### src/rtl/alr_pkg.sv
`timescale 1ns / 1ps
`default_nettype none
package alr_pkg;

  localparam int CoordW     = 16;
  localparam int CoordFrac  = 4;
  localparam int GradFrac   = 16;
  localparam int GradW      = 18;
  localparam int MinorW     = 30;
  localparam int MajorW     = 13;
  localparam int PixW       = 14;
  localparam int CovW       = 8;
  localparam int GapW       = 6;
  localparam int DivNumW    = 34;
  localparam int DivDenW    = 17;

  localparam logic OP_START = 1'b0;
  localparam logic OP_STEP  = 1'b1;

  typedef enum logic [1:0] {
    PH_FIRST    = 2'd0,
    PH_SECOND   = 2'd1,
    PH_INTERIOR = 2'd2
  } phase_t;

  typedef enum logic [1:0] {
    ST_IDLE = 2'd0,
    ST_DIV  = 2'd1,
    ST_OUT0 = 2'd2,
    ST_OUT1 = 2'd3
  } state_t;

  // controller to datapath
  typedef struct packed {
    logic load;    // capture endpoints, start divider
    logic finish;  // gradient ready, set up end columns
    logic step;    // build next result pair
    logic sel1;    // present second result slot
  } cmd_t;

  // datapath to controller
  typedef struct packed {
    logic div_done;
    logic line_active;
  } status_t;

endpackage
`default_nettype wire

### src/rtl/alr_divider.sv
`timescale 1ns / 1ps
`default_nettype none
module alr_divider
  import alr_pkg::*;
(
  input  wire logic               clk,
  input  wire logic               rst,
  input  wire logic               start,
  input  wire logic [DivNumW-1:0] dividend,
  input  wire logic [DivDenW-1:0] divisor,
  output logic                    done,
  output logic [DivNumW-1:0]      quotient
);

  logic [DivDenW:0]          rem;
  logic [DivNumW-1:0]        quo;
  logic [DivDenW-1:0]        den;
  logic [5:0]                cnt;
  logic                      running;
  logic [DivDenW:0]          trial;
  logic                      fits;

  // one quotient bit per cycle, restoring
  always_comb begin
    trial = {rem[DivDenW-1:0], quo[DivNumW-1]};
    fits  = trial >= {1'b0, den};
  end

  always_ff @(posedge clk) begin
    if (rst) begin
      running <= 1'b0;
      done    <= 1'b0;
      cnt     <= '0;
    end else begin
      done <= 1'b0;
      if (start) begin
        running <= 1'b1;
        cnt     <= 6'(DivNumW);
      end else if (running) begin
        cnt <= cnt - 6'd1;
        if (cnt == 6'd1) begin
          running <= 1'b0;
          done    <= 1'b1;
        end
      end
    end
  end

  always_ff @(posedge clk) begin
    if (start) begin
      rem <= '0;
      quo <= dividend;
      den <= divisor;
    end else if (running) begin
      rem <= fits ? trial - {1'b0, den} : trial;
      quo <= {quo[DivNumW-2:0], fits};
    end
  end

  assign quotient = quo;

endmodule
`default_nettype wire

### src/rtl/alr_ctrl.sv
`timescale 1ns / 1ps
`default_nettype none
module alr_ctrl
  import alr_pkg::*;
(
  input  wire logic    clk,
  input  wire logic    rst,
  input  wire logic    in_valid,
  input  wire logic    op,
  input  wire logic    out_stall,
  input  wire status_t status,
  output logic         in_stall,
  output logic         out_valid,
  output cmd_t         cmd
);

  state_t state, state_next;

  always_ff @(posedge clk) begin
    if (rst) begin
      state <= ST_IDLE;
    end else begin
      state <= state_next;
    end
  end

  // next state
  always_comb begin
    state_next = state;
    case (state)
      ST_IDLE: begin
        if (in_valid) begin
          if (op == OP_START) begin
            state_next = ST_DIV;
          end else begin
            state_next = status.line_active ? ST_OUT0 : ST_OUT1;
          end
        end
      end
      ST_DIV: begin
        if (status.div_done) state_next = ST_IDLE;
      end
      ST_OUT0: begin
        if (!out_stall) state_next = ST_OUT1;
      end
      ST_OUT1: begin
        if (!out_stall) state_next = ST_IDLE;
      end
      default: state_next = ST_IDLE;
    endcase
  end

  // outputs
  always_comb begin
    in_stall   = state != ST_IDLE;
    out_valid  = (state == ST_OUT0) || (state == ST_OUT1);
    cmd.load   = (state == ST_IDLE) && in_valid && (op == OP_START);
    cmd.step   = (state == ST_IDLE) && in_valid && (op == OP_STEP);
    cmd.finish = (state == ST_DIV) && status.div_done;
    cmd.sel1   = state == ST_OUT1;
  end

endmodule
`default_nettype wire

### src/rtl/alr_datapath.sv
`timescale 1ns / 1ps
`default_nettype none
module alr_datapath
  import alr_pkg::*;
(
  input  wire logic              clk,
  input  wire logic              rst,
  input  wire cmd_t              cmd,
  input  wire logic [CoordW-1:0] start_x,
  input  wire logic [CoordW-1:0] start_y,
  input  wire logic [CoordW-1:0] end_x,
  input  wire logic [CoordW-1:0] end_y,
  output status_t                status,
  output logic [PixW-1:0]        pixel_x,
  output logic [PixW-1:0]        pixel_y,
  output logic [CovW-1:0]        coverage,
  output logic                   last_of_pair,
  output logic                   line_done,
  output logic                   no_pixel
);

  // line setup registers
  logic                     steep;
  logic [CoordW-1:0]        a_maj, a_min, b_maj, b_min;
  logic                     neg;
  logic                     dx_zero;
  logic                     line_active;
  phase_t                   phase;
  logic [MajorW-1:0]        major_first, major_last, major_current;
  logic signed [MinorW-1:0] first_minor, second_minor, accum;
  logic [GapW-1:0]          first_gap, second_gap;
  logic signed [GradW-1:0]  gradient;

  // result slots
  logic [PixW-1:0] px0, py0, px1, py1;
  logic [CovW-1:0] c0, c1;
  logic            done1, none1;

  logic            div_done;
  logic [DivNumW-1:0] quotient;

  // endpoint swap and order
  logic [CoordW-1:0]  adx, ady, sax, say, sbx, sby;
  logic               steep_w, swap_w;
  logic [CoordW-1:0]  l_amaj, l_amin, l_bmaj, l_bmin;
  logic [CoordW-1:0]  dx_w, dy_mag;
  logic               neg_w;
  logic [DivNumW-1:0] div_num;

  always_comb begin
    adx     = (end_x >= start_x) ? end_x - start_x : start_x - end_x;
    ady     = (end_y >= start_y) ? end_y - start_y : start_y - end_y;
    steep_w = ady > adx;
    sax     = steep_w ? start_y : start_x;
    say     = steep_w ? start_x : start_y;
    sbx     = steep_w ? end_y : end_x;
    sby     = steep_w ? end_x : end_y;
    swap_w  = sax > sbx;
    l_amaj  = swap_w ? sbx : sax;
    l_amin  = swap_w ? sby : say;
    l_bmaj  = swap_w ? sax : sbx;
    l_bmin  = swap_w ? say : sby;
    dx_w    = l_bmaj - l_amaj;
    neg_w   = l_bmin < l_amin;
    dy_mag  = neg_w ? l_amin - l_bmin : l_bmin - l_amin;
    // floor of (dy*2^17 + dx) / (2 dx), on magnitudes; dx - 1 in place of dx when negative
    div_num = {1'b0, dy_mag, 17'b0}
            + DivNumW'(neg_w ? dx_w - CoordW'(1) : dx_w);
  end

  alr_divider u_div (
    .clk      (clk),
    .rst      (rst),
    .start    (cmd.load),
    .dividend (div_num),
    .divisor  ({dx_w, 1'b0}),
    .done     (div_done),
    .quotient (quotient)
  );

  // gradient and end columns
  logic signed [GradW-1:0]  grad_w;
  logic [MajorW-1:0]        col_a, col_b;
  logic signed [4:0]        off_a, off_b;
  logic signed [GradW+4:0]  prod_a, prod_b;
  logic signed [MinorW-1:0] minor_a, minor_b;
  logic signed [CoordW+4:0] t_a, t_b;

  always_comb begin
    if (dx_zero) begin
      grad_w = GradW'(1 << GradFrac);
    end else if (neg) begin
      grad_w = -$signed(GradW'(quotient[GradW-2:0]));
    end else begin
      grad_w = $signed(GradW'(quotient[GradW-2:0]));
    end
    col_a   = MajorW'((CoordW + 1)'(a_maj) + (CoordW + 1)'(8) >> CoordFrac);
    col_b   = MajorW'((CoordW + 1)'(b_maj) + (CoordW + 1)'(8) >> CoordFrac);
    t_a     = $signed({col_a, 4'b0}) - $signed({5'b0, a_maj});
    t_b     = $signed({col_b, 4'b0}) - $signed({5'b0, b_maj});
    off_a   = t_a[4:0];
    off_b   = t_b[4:0];
    prod_a  = grad_w * off_a;
    prod_b  = grad_w * off_b;
    minor_a = $signed({2'b0, a_min, 12'b0})
            + MinorW'((prod_a + (GradW + 5)'(8)) >>> CoordFrac);
    minor_b = $signed({2'b0, b_min, 12'b0})
            + MinorW'((prod_b + (GradW + 5)'(8)) >>> CoordFrac);
  end

  // pair for the current column
  logic signed [MinorW-1:0] minor_sel;
  logic [MajorW-1:0]        major_sel;
  logic [GapW-1:0]          gap_sel;
  logic [PixW-1:0]          ip, ip1, maj_pix;
  logic [16:0]              f_w, rf_w;
  logic [22:0]              wf, wr;
  logic [31:0]              sf, sr;
  logic                     done_w;

  always_comb begin
    case (phase)
      PH_FIRST: begin
        minor_sel = first_minor;
        major_sel = major_first;
        gap_sel   = first_gap;
      end
      PH_SECOND: begin
        minor_sel = second_minor;
        major_sel = major_last;
        gap_sel   = second_gap;
      end
      default: begin
        minor_sel = accum;
        major_sel = major_current;
        gap_sel   = GapW'(32);
      end
    endcase
    ip      = minor_sel[MinorW-1:GradFrac];
    ip1     = ip + PixW'(1);
    maj_pix = PixW'(major_sel);
    f_w     = {1'b0, minor_sel[GradFrac-1:0]};
    rf_w    = 17'h10000 - f_w;
    wf      = 23'(f_w) * 23'(gap_sel);
    wr      = 23'(rf_w) * 23'(gap_sel);
    // times 255, rounded half up
    sf      = ({wf, 8'b0} - 32'(wf)) + 32'h0010_0000;
    sr      = ({wr, 8'b0} - 32'(wr)) + 32'h0010_0000;
    case (phase)
      PH_FIRST:  done_w = 1'b0;
      PH_SECOND: done_w = (major_first + MajorW'(1)) >= major_last;
      default:   done_w = (major_current + MajorW'(1)) >= major_last;
    endcase
  end

  // control registers
  always_ff @(posedge clk) begin
    if (rst) begin
      line_active <= 1'b0;
      phase       <= PH_FIRST;
    end else if (cmd.load) begin
      line_active <= 1'b0;
    end else if (cmd.finish) begin
      line_active <= 1'b1;
      phase       <= PH_FIRST;
    end else if (cmd.step && line_active) begin
      if (done_w) begin
        line_active <= 1'b0;
        phase       <= PH_FIRST;
      end else if (phase == PH_FIRST) begin
        phase <= PH_SECOND;
      end else begin
        phase <= PH_INTERIOR;
      end
    end
  end

  // payload registers
  always_ff @(posedge clk) begin
    if (cmd.load) begin
      steep   <= steep_w;
      a_maj   <= l_amaj;
      a_min   <= l_amin;
      b_maj   <= l_bmaj;
      b_min   <= l_bmin;
      neg     <= neg_w;
      dx_zero <= dx_w == '0;
    end
    if (cmd.finish) begin
      gradient     <= grad_w;
      major_first  <= col_a;
      major_last   <= col_b;
      first_minor  <= minor_a;
      second_minor <= minor_b;
      first_gap    <= GapW'(32) - GapW'(5'({a_maj[CoordFrac-1:0], 1'b0} + 5'd16));
      second_gap   <= GapW'(5'({b_maj[CoordFrac-1:0], 1'b0} + 5'd16));
    end
    if (cmd.step) begin
      if (line_active) begin
        px0   <= steep ? ip : maj_pix;
        py0   <= steep ? maj_pix : ip;
        px1   <= steep ? ip1 : maj_pix;
        py1   <= steep ? maj_pix : ip1;
        c0    <= sr[28:21];
        c1    <= sf[28:21];
        done1 <= done_w;
        none1 <= 1'b0;
        if (phase == PH_SECOND) begin
          major_current <= major_first + MajorW'(1);
          accum         <= first_minor + MinorW'(gradient);
        end else if (phase == PH_INTERIOR) begin
          major_current <= major_current + MajorW'(1);
          accum         <= accum + MinorW'(gradient);
        end
      end else begin
        px1   <= '0;
        py1   <= '0;
        c1    <= '0;
        done1 <= 1'b0;
        none1 <= 1'b1;
      end
    end
  end

  assign status.div_done    = div_done;
  assign status.line_active = line_active;

  assign pixel_x      = cmd.sel1 ? px1 : px0;
  assign pixel_y      = cmd.sel1 ? py1 : py0;
  assign coverage     = cmd.sel1 ? c1 : c0;
  assign last_of_pair = cmd.sel1 && !none1;
  assign line_done    = cmd.sel1 && done1;
  assign no_pixel     = cmd.sel1 && none1;

endmodule
`default_nettype wire

### src/rtl/antialiased_line_rasterizer.sv
`timescale 1ns / 1ps
`default_nettype none
// Anti-aliased line generator (Wu scheme). A start item (op 0) loads two 12.4
// endpoints; a bit-serial divider computes the gradient, so a start occupies
// the block until the divider is done and yields no result. Each step item
// (op 1) yields one column as two results: the first end column, the second
// end column, then interior columns in rising order; the last one carries
// line_done. A step with no line active gives one result with no_pixel set.
// Items are handled one at a time: a step registers its result pair, then
// each result is held on the output until its transfer is taken.
module antialiased_line_rasterizer
  import alr_pkg::*;
(
  input  wire logic              clk,
  input  wire logic              rst,
  input  wire logic              in_valid,
  output logic                   in_stall,
  input  wire logic              op,
  input  wire logic [CoordW-1:0] start_x,
  input  wire logic [CoordW-1:0] start_y,
  input  wire logic [CoordW-1:0] end_x,
  input  wire logic [CoordW-1:0] end_y,
  output logic                   out_valid,
  input  wire logic              out_stall,
  output logic [PixW-1:0]        pixel_x,
  output logic [PixW-1:0]        pixel_y,
  output logic [CovW-1:0]        coverage,
  output logic                   last_of_pair,
  output logic                   line_done,
  output logic                   no_pixel
);

  cmd_t    cmd;
  status_t status;

  alr_ctrl u_ctrl (
    .clk       (clk),
    .rst       (rst),
    .in_valid  (in_valid),
    .op        (op),
    .out_stall (out_stall),
    .status    (status),
    .in_stall  (in_stall),
    .out_valid (out_valid),
    .cmd       (cmd)
  );

  alr_datapath u_dp (
    .clk          (clk),
    .rst          (rst),
    .cmd          (cmd),
    .start_x      (start_x),
    .start_y      (start_y),
    .end_x        (end_x),
    .end_y        (end_y),
    .status       (status),
    .pixel_x      (pixel_x),
    .pixel_y      (pixel_y),
    .coverage     (coverage),
    .last_of_pair (last_of_pair),
    .line_done    (line_done),
    .no_pixel     (no_pixel)
  );

endmodule
`default_nettype wire
### config.mk
export PLATFORM = sky130hd
export DESIGN_NAME = antialiased_line_rasterizer
export DESIGN_NICKNAME = d
export VERILOG_FILES = /design/src/rtl/alr_pkg.sv /design/src/rtl/alr_divider.sv /design/src/rtl/alr_ctrl.sv /design/src/rtl/alr_datapath.sv /design/src/rtl/antialiased_line_rasterizer.sv
export SDC_FILE = /design/constraint.sdc
export NUM_CORES = 2
export LEC_CHECK = 0
export BUFFER_PORTS_ARGS = -buffer_cell sky130_fd_sc_hd__buf_2
export CAP_MARGIN = 20
export CORE_ASPECT_RATIO = 1.2
export CORE_MARGIN = 4
export CORE_UTILIZATION = 45
export DETAILED_ROUTE_END_ITERATION = 7
export PLACE_DENSITY = 0.66
export SLEW_MARGIN = 20
export SYNTH_ARGS = -nofsm -noshare
export SYNTH_HDL_FRONTEND = slang
export SYNTH_SLANG_ARGS = --single-unit
### constraint.sdc
create_clock -name clk -period 22.6 [get_ports clk]
set_clock_uncertainty 0.2 [all_clocks]
set_input_delay 3.39 -clock clk [delete_from_list [all_inputs] [get_ports clk]]
set_output_delay 3.39 -clock clk [all_outputs]
set_load 0.05 [all_outputs]
==> results.ini <==
[yosys]
synthFlopType=edfxtp_1
synthSimpleGateAreaFrac_pct=14.7
syn_avg_cell_area_um2=9.00
synth_fa_ha_area_share_pct=25.4
synth-compound-area-share_pct=16.1
ys_types=92
synthMuxAreaShare_pct=4.01
syn_area_mm2=0.0409
synth_seq_cells=377
synthCells=4548
synth_edf_count=347
ys_warn_count=0
synth_xor_area_share_pct=6.91
synth_fp_nets=5316
synth_top_family_by_area=adder cells
yosysSeqAreaShare_pct=26.9
async_flop_share_pct=0

[worst_setup_path]
cp-startpoint=end_x[0]
rr_startpoint=u_dp.b_maj[3]
crit_arrival_ns=20.49
worst_setup_path_end_kind=register
critPathCapture=u_dp.u_div.quotient[33]
worst_path_largest_cell_delay_ns=0.70
worstSetupPathType=input port to register
cp_common_cell=o21ai_0
reg2reg_depth=38
crit_fanout=35
cp.required_ns=22.71
reg2reg_to=u_dp.second_minor[28]
slowest_stage=a31o_2
startpoint_type=input port
r2r_slack_ns=12.36

[timing]
fin_crit_sh_pct=90.2
slew_violations=0
tightest_slew_ns=1.07
finalSetupTns_ns=0
maxSlewHeadroom_pct=26.4
fin_crit_ns=20.38
rsz0062_at_grt=no
fmax_mhz=49.1
finalHoldViolCount=0
setup_viol=0

[clocking]
postCtsHoldBufs=0
cts_resized=0
cts_tree=yes
htree_levels=2
cts_root_buffer=clkbuf_16
cts_buffer_depth=3
clk_pin_slew_ns=0.07
clock_sinks=377
cts_setup_buffers=0
cts_buffers=42
clock_latency_ns=0.60

[grt]
use_met2_pct=40.0
grt_start_max_net_pins=86
grt_busiest_layer=met2
antenna_found_initial=6
grt_pass1_vias=32200
grt_pass1_wl_mm=173
met1_usage_pct=27.4
grt_use_met3_pct=2.42
groute.usage.overall_pct=22.4
grt_overflow=0

[placement]
place_inst=5705
dpl.hpwl_mm=89.6
gp_congestion=0.973
numPortBuffers=109

[hold_path]
hold_path_class=register to register

[finish]
fill_cells=8391
fin_nets=5360
drive_gt1_share_pct=7.87
fin_cells=5788
syn_to_final_growth_pct=8.47

[drt]
avgViaCountPerCell=5.60
ant_nets=0
wl_per_cell_um=19.0
drc_errors=0
firstDrtPassIters=5
num_vias=32400
wirelength_mm=110
drtIter0Drc=2086

[die]
core_mm2=0.0898
die_h_um=338
initial_utilization_pct=45.6
die_area_mm2=0.0959
fp.dieW_um=283
io_pins=110
rows=120

[job]
drv_cap=0

[run_status]
outcome=completed

==> worst max-delay path, delay by kind of cell <==
| kind | cells | cell delay (ns) |
|---|---|---|
| AO/OA/AOI/OAI | 40 | 8.72 |
| AND/OR/NAND/NOR | 10 | 2.86 |
| XOR/XNOR | 2 | 0.23 |
| multiplexers | 3 | 1.20 |
| adder cells (fa/ha/maj) | 7 | 2.27 |
| buffers and inverters | 8 | 1.76 |
==> cell usage after synthesis (9+ instances only) <==
cell type | instances | area, µm²
or3_1 | 13 | 81.3
inv_1 | 483 | 1810
a22oi_1 | 26 | 195
edfxtp_1 | 347 | 10400
a21oi_1 | 311 | 1560
a21o_1 | 130 | 976
nor2b_1 | 45 | 282
o41ai_1 | 9 | 78.8
a221oi_1 | 20 | 175
nor4_1 | 16 | 100
mux2_2 | 60 | 676
buf_1 | 20 | 75.1
and3_1 | 32 | 200
o21ai_1 | 12 | 60.1
nand4_1 | 28 | 175
and2_1 | 70 | 438
o21a_1 | 40 | 300
xor2_1 | 92 | 806
dfxtp_1 | 30 | 601
nand3_1 | 61 | 305
o31ai_1 | 18 | 135
nand2_1 | 464 | 1740
o21bai_1 | 65 | 488
a21boi_0 | 26 | 195
nor3_1 | 99 | 495
a31oi_1 | 17 | 106
clkbuf_1 | 140 | 526
a211oi_1 | 29 | 218
o21ai_0 | 207 | 1040
ha_1 | 481 | 6020
o211ai_1 | 20 | 150
or2_2 | 11 | 68.8
mux2i_1 | 95 | 951
nand2b_1 | 49 | 307
nor2_1 | 392 | 1470
fa_1 | 218 | 4360
a22o_1 | 14 | 123
xnor2_1 | 231 | 2020
==> metal layers <==
layer	wire length, µm	vias to the layer above
li1	-	15900
met1	46000	15600
met2	54300	737
met3	4750	215
met4	5160	0
met5	0	-
==> layout by cell type (no fill, tap or decap), types with 70 or more instances in the layout <==
master	count
and2_1	70
o21ai_0	206
a21o_1	130
nand2_1	463
xnor2_1	230
mux2i_1	95
fa_1	218
nor2_1	391
inv_1	482
nor3_1	99
edfxtp_1	347
a21oi_1	310
ha_1	479
xor2_1	92
buf_2	109
==> how the worst min path moves through the flow <==
stage | start | end | slack [ns] | cells after the start
3_5_place_dp | u_dp.phase[1] | u_dp.phase[1] | 0.30 | 1
6_report | u_dp.phase[1] | u_dp.phase[1] | 0.33 | 1
5_1_grt | u_dp.phase[1] | u_dp.phase[1] | 0.34 | 1
2_1_floorplan | u_dp.b_maj[1] | u_dp.second_gap[2] | 0.25 | 0
4_1_cts | u_dp.phase[1] | u_dp.phase[1] | 0.32 | 1
3_3_place_gp | u_dp.phase[1] | u_dp.phase[1] | 0.30 | 1
==> layout make-up <==
| type | count | area (µm²) | share of cell area (%) |
|---|---|---|---|
| clock buffer | 46 | 1090 | 2.45 |
| tap | 1159 | 1450 | 3.26 |
| multi-input combinational | 3518 | 27500 | 61.9 |
| clock inverter | 32 | 518 | 1.17 |
| inverter | 485 | 1820 | 4.10 |
| antenna | 3 | 7.51 | 0.0169 |
| sequential | 377 | 11000 | 24.8 |
| timing repair buffer | 168 | 998 | 2.25 |
==> state kept, by name (all words and copies together) (netlist names), 16 cells and up <==
register,flops
u_dp.b_maj,16
u_dp.a_min,16
u_dp.u_div.den,16
u_dp.u_div.quotient,34
u_dp.accum,30
u_dp.u_div.rem,17
u_dp.first_minor,30
u_dp.b_min,16
u_dp.gradient,18
u_dp.second_minor,30
u_dp.a_maj,16
==> kinds of logic after synthesis <==
kind of cell | Yosys count
flip-flops | 377
buffers and inverters | 653
AO/OA/AOI/OAI | 1025
AND/OR/NAND/NOR | 1315
multiplexers | 156
XOR/XNOR | 323
adder cells (fa/ha/maj) | 699
==> per-stage QoR <==
step | area (µm²) | worst slack (ns) | hold slack, ns | util, %
floorplan | 40900 | 3.71 | 0.251 | -
global placement | 42800 | 1.87 | 0.298 | 47.6
detailed placement | 42800 | 1.76 | 0.303 | 47.6
CTS | 44400 | 2.35 | 0.319 | 49.4
global route | 44400 | 0.798 | 0.342 | 49.5
finish | 44400 | 2.22 | 0.325 | 49.5
Power is not shown: default switching activity piles up to over one toggle a cycle in this logic, so the estimate is an artifact.
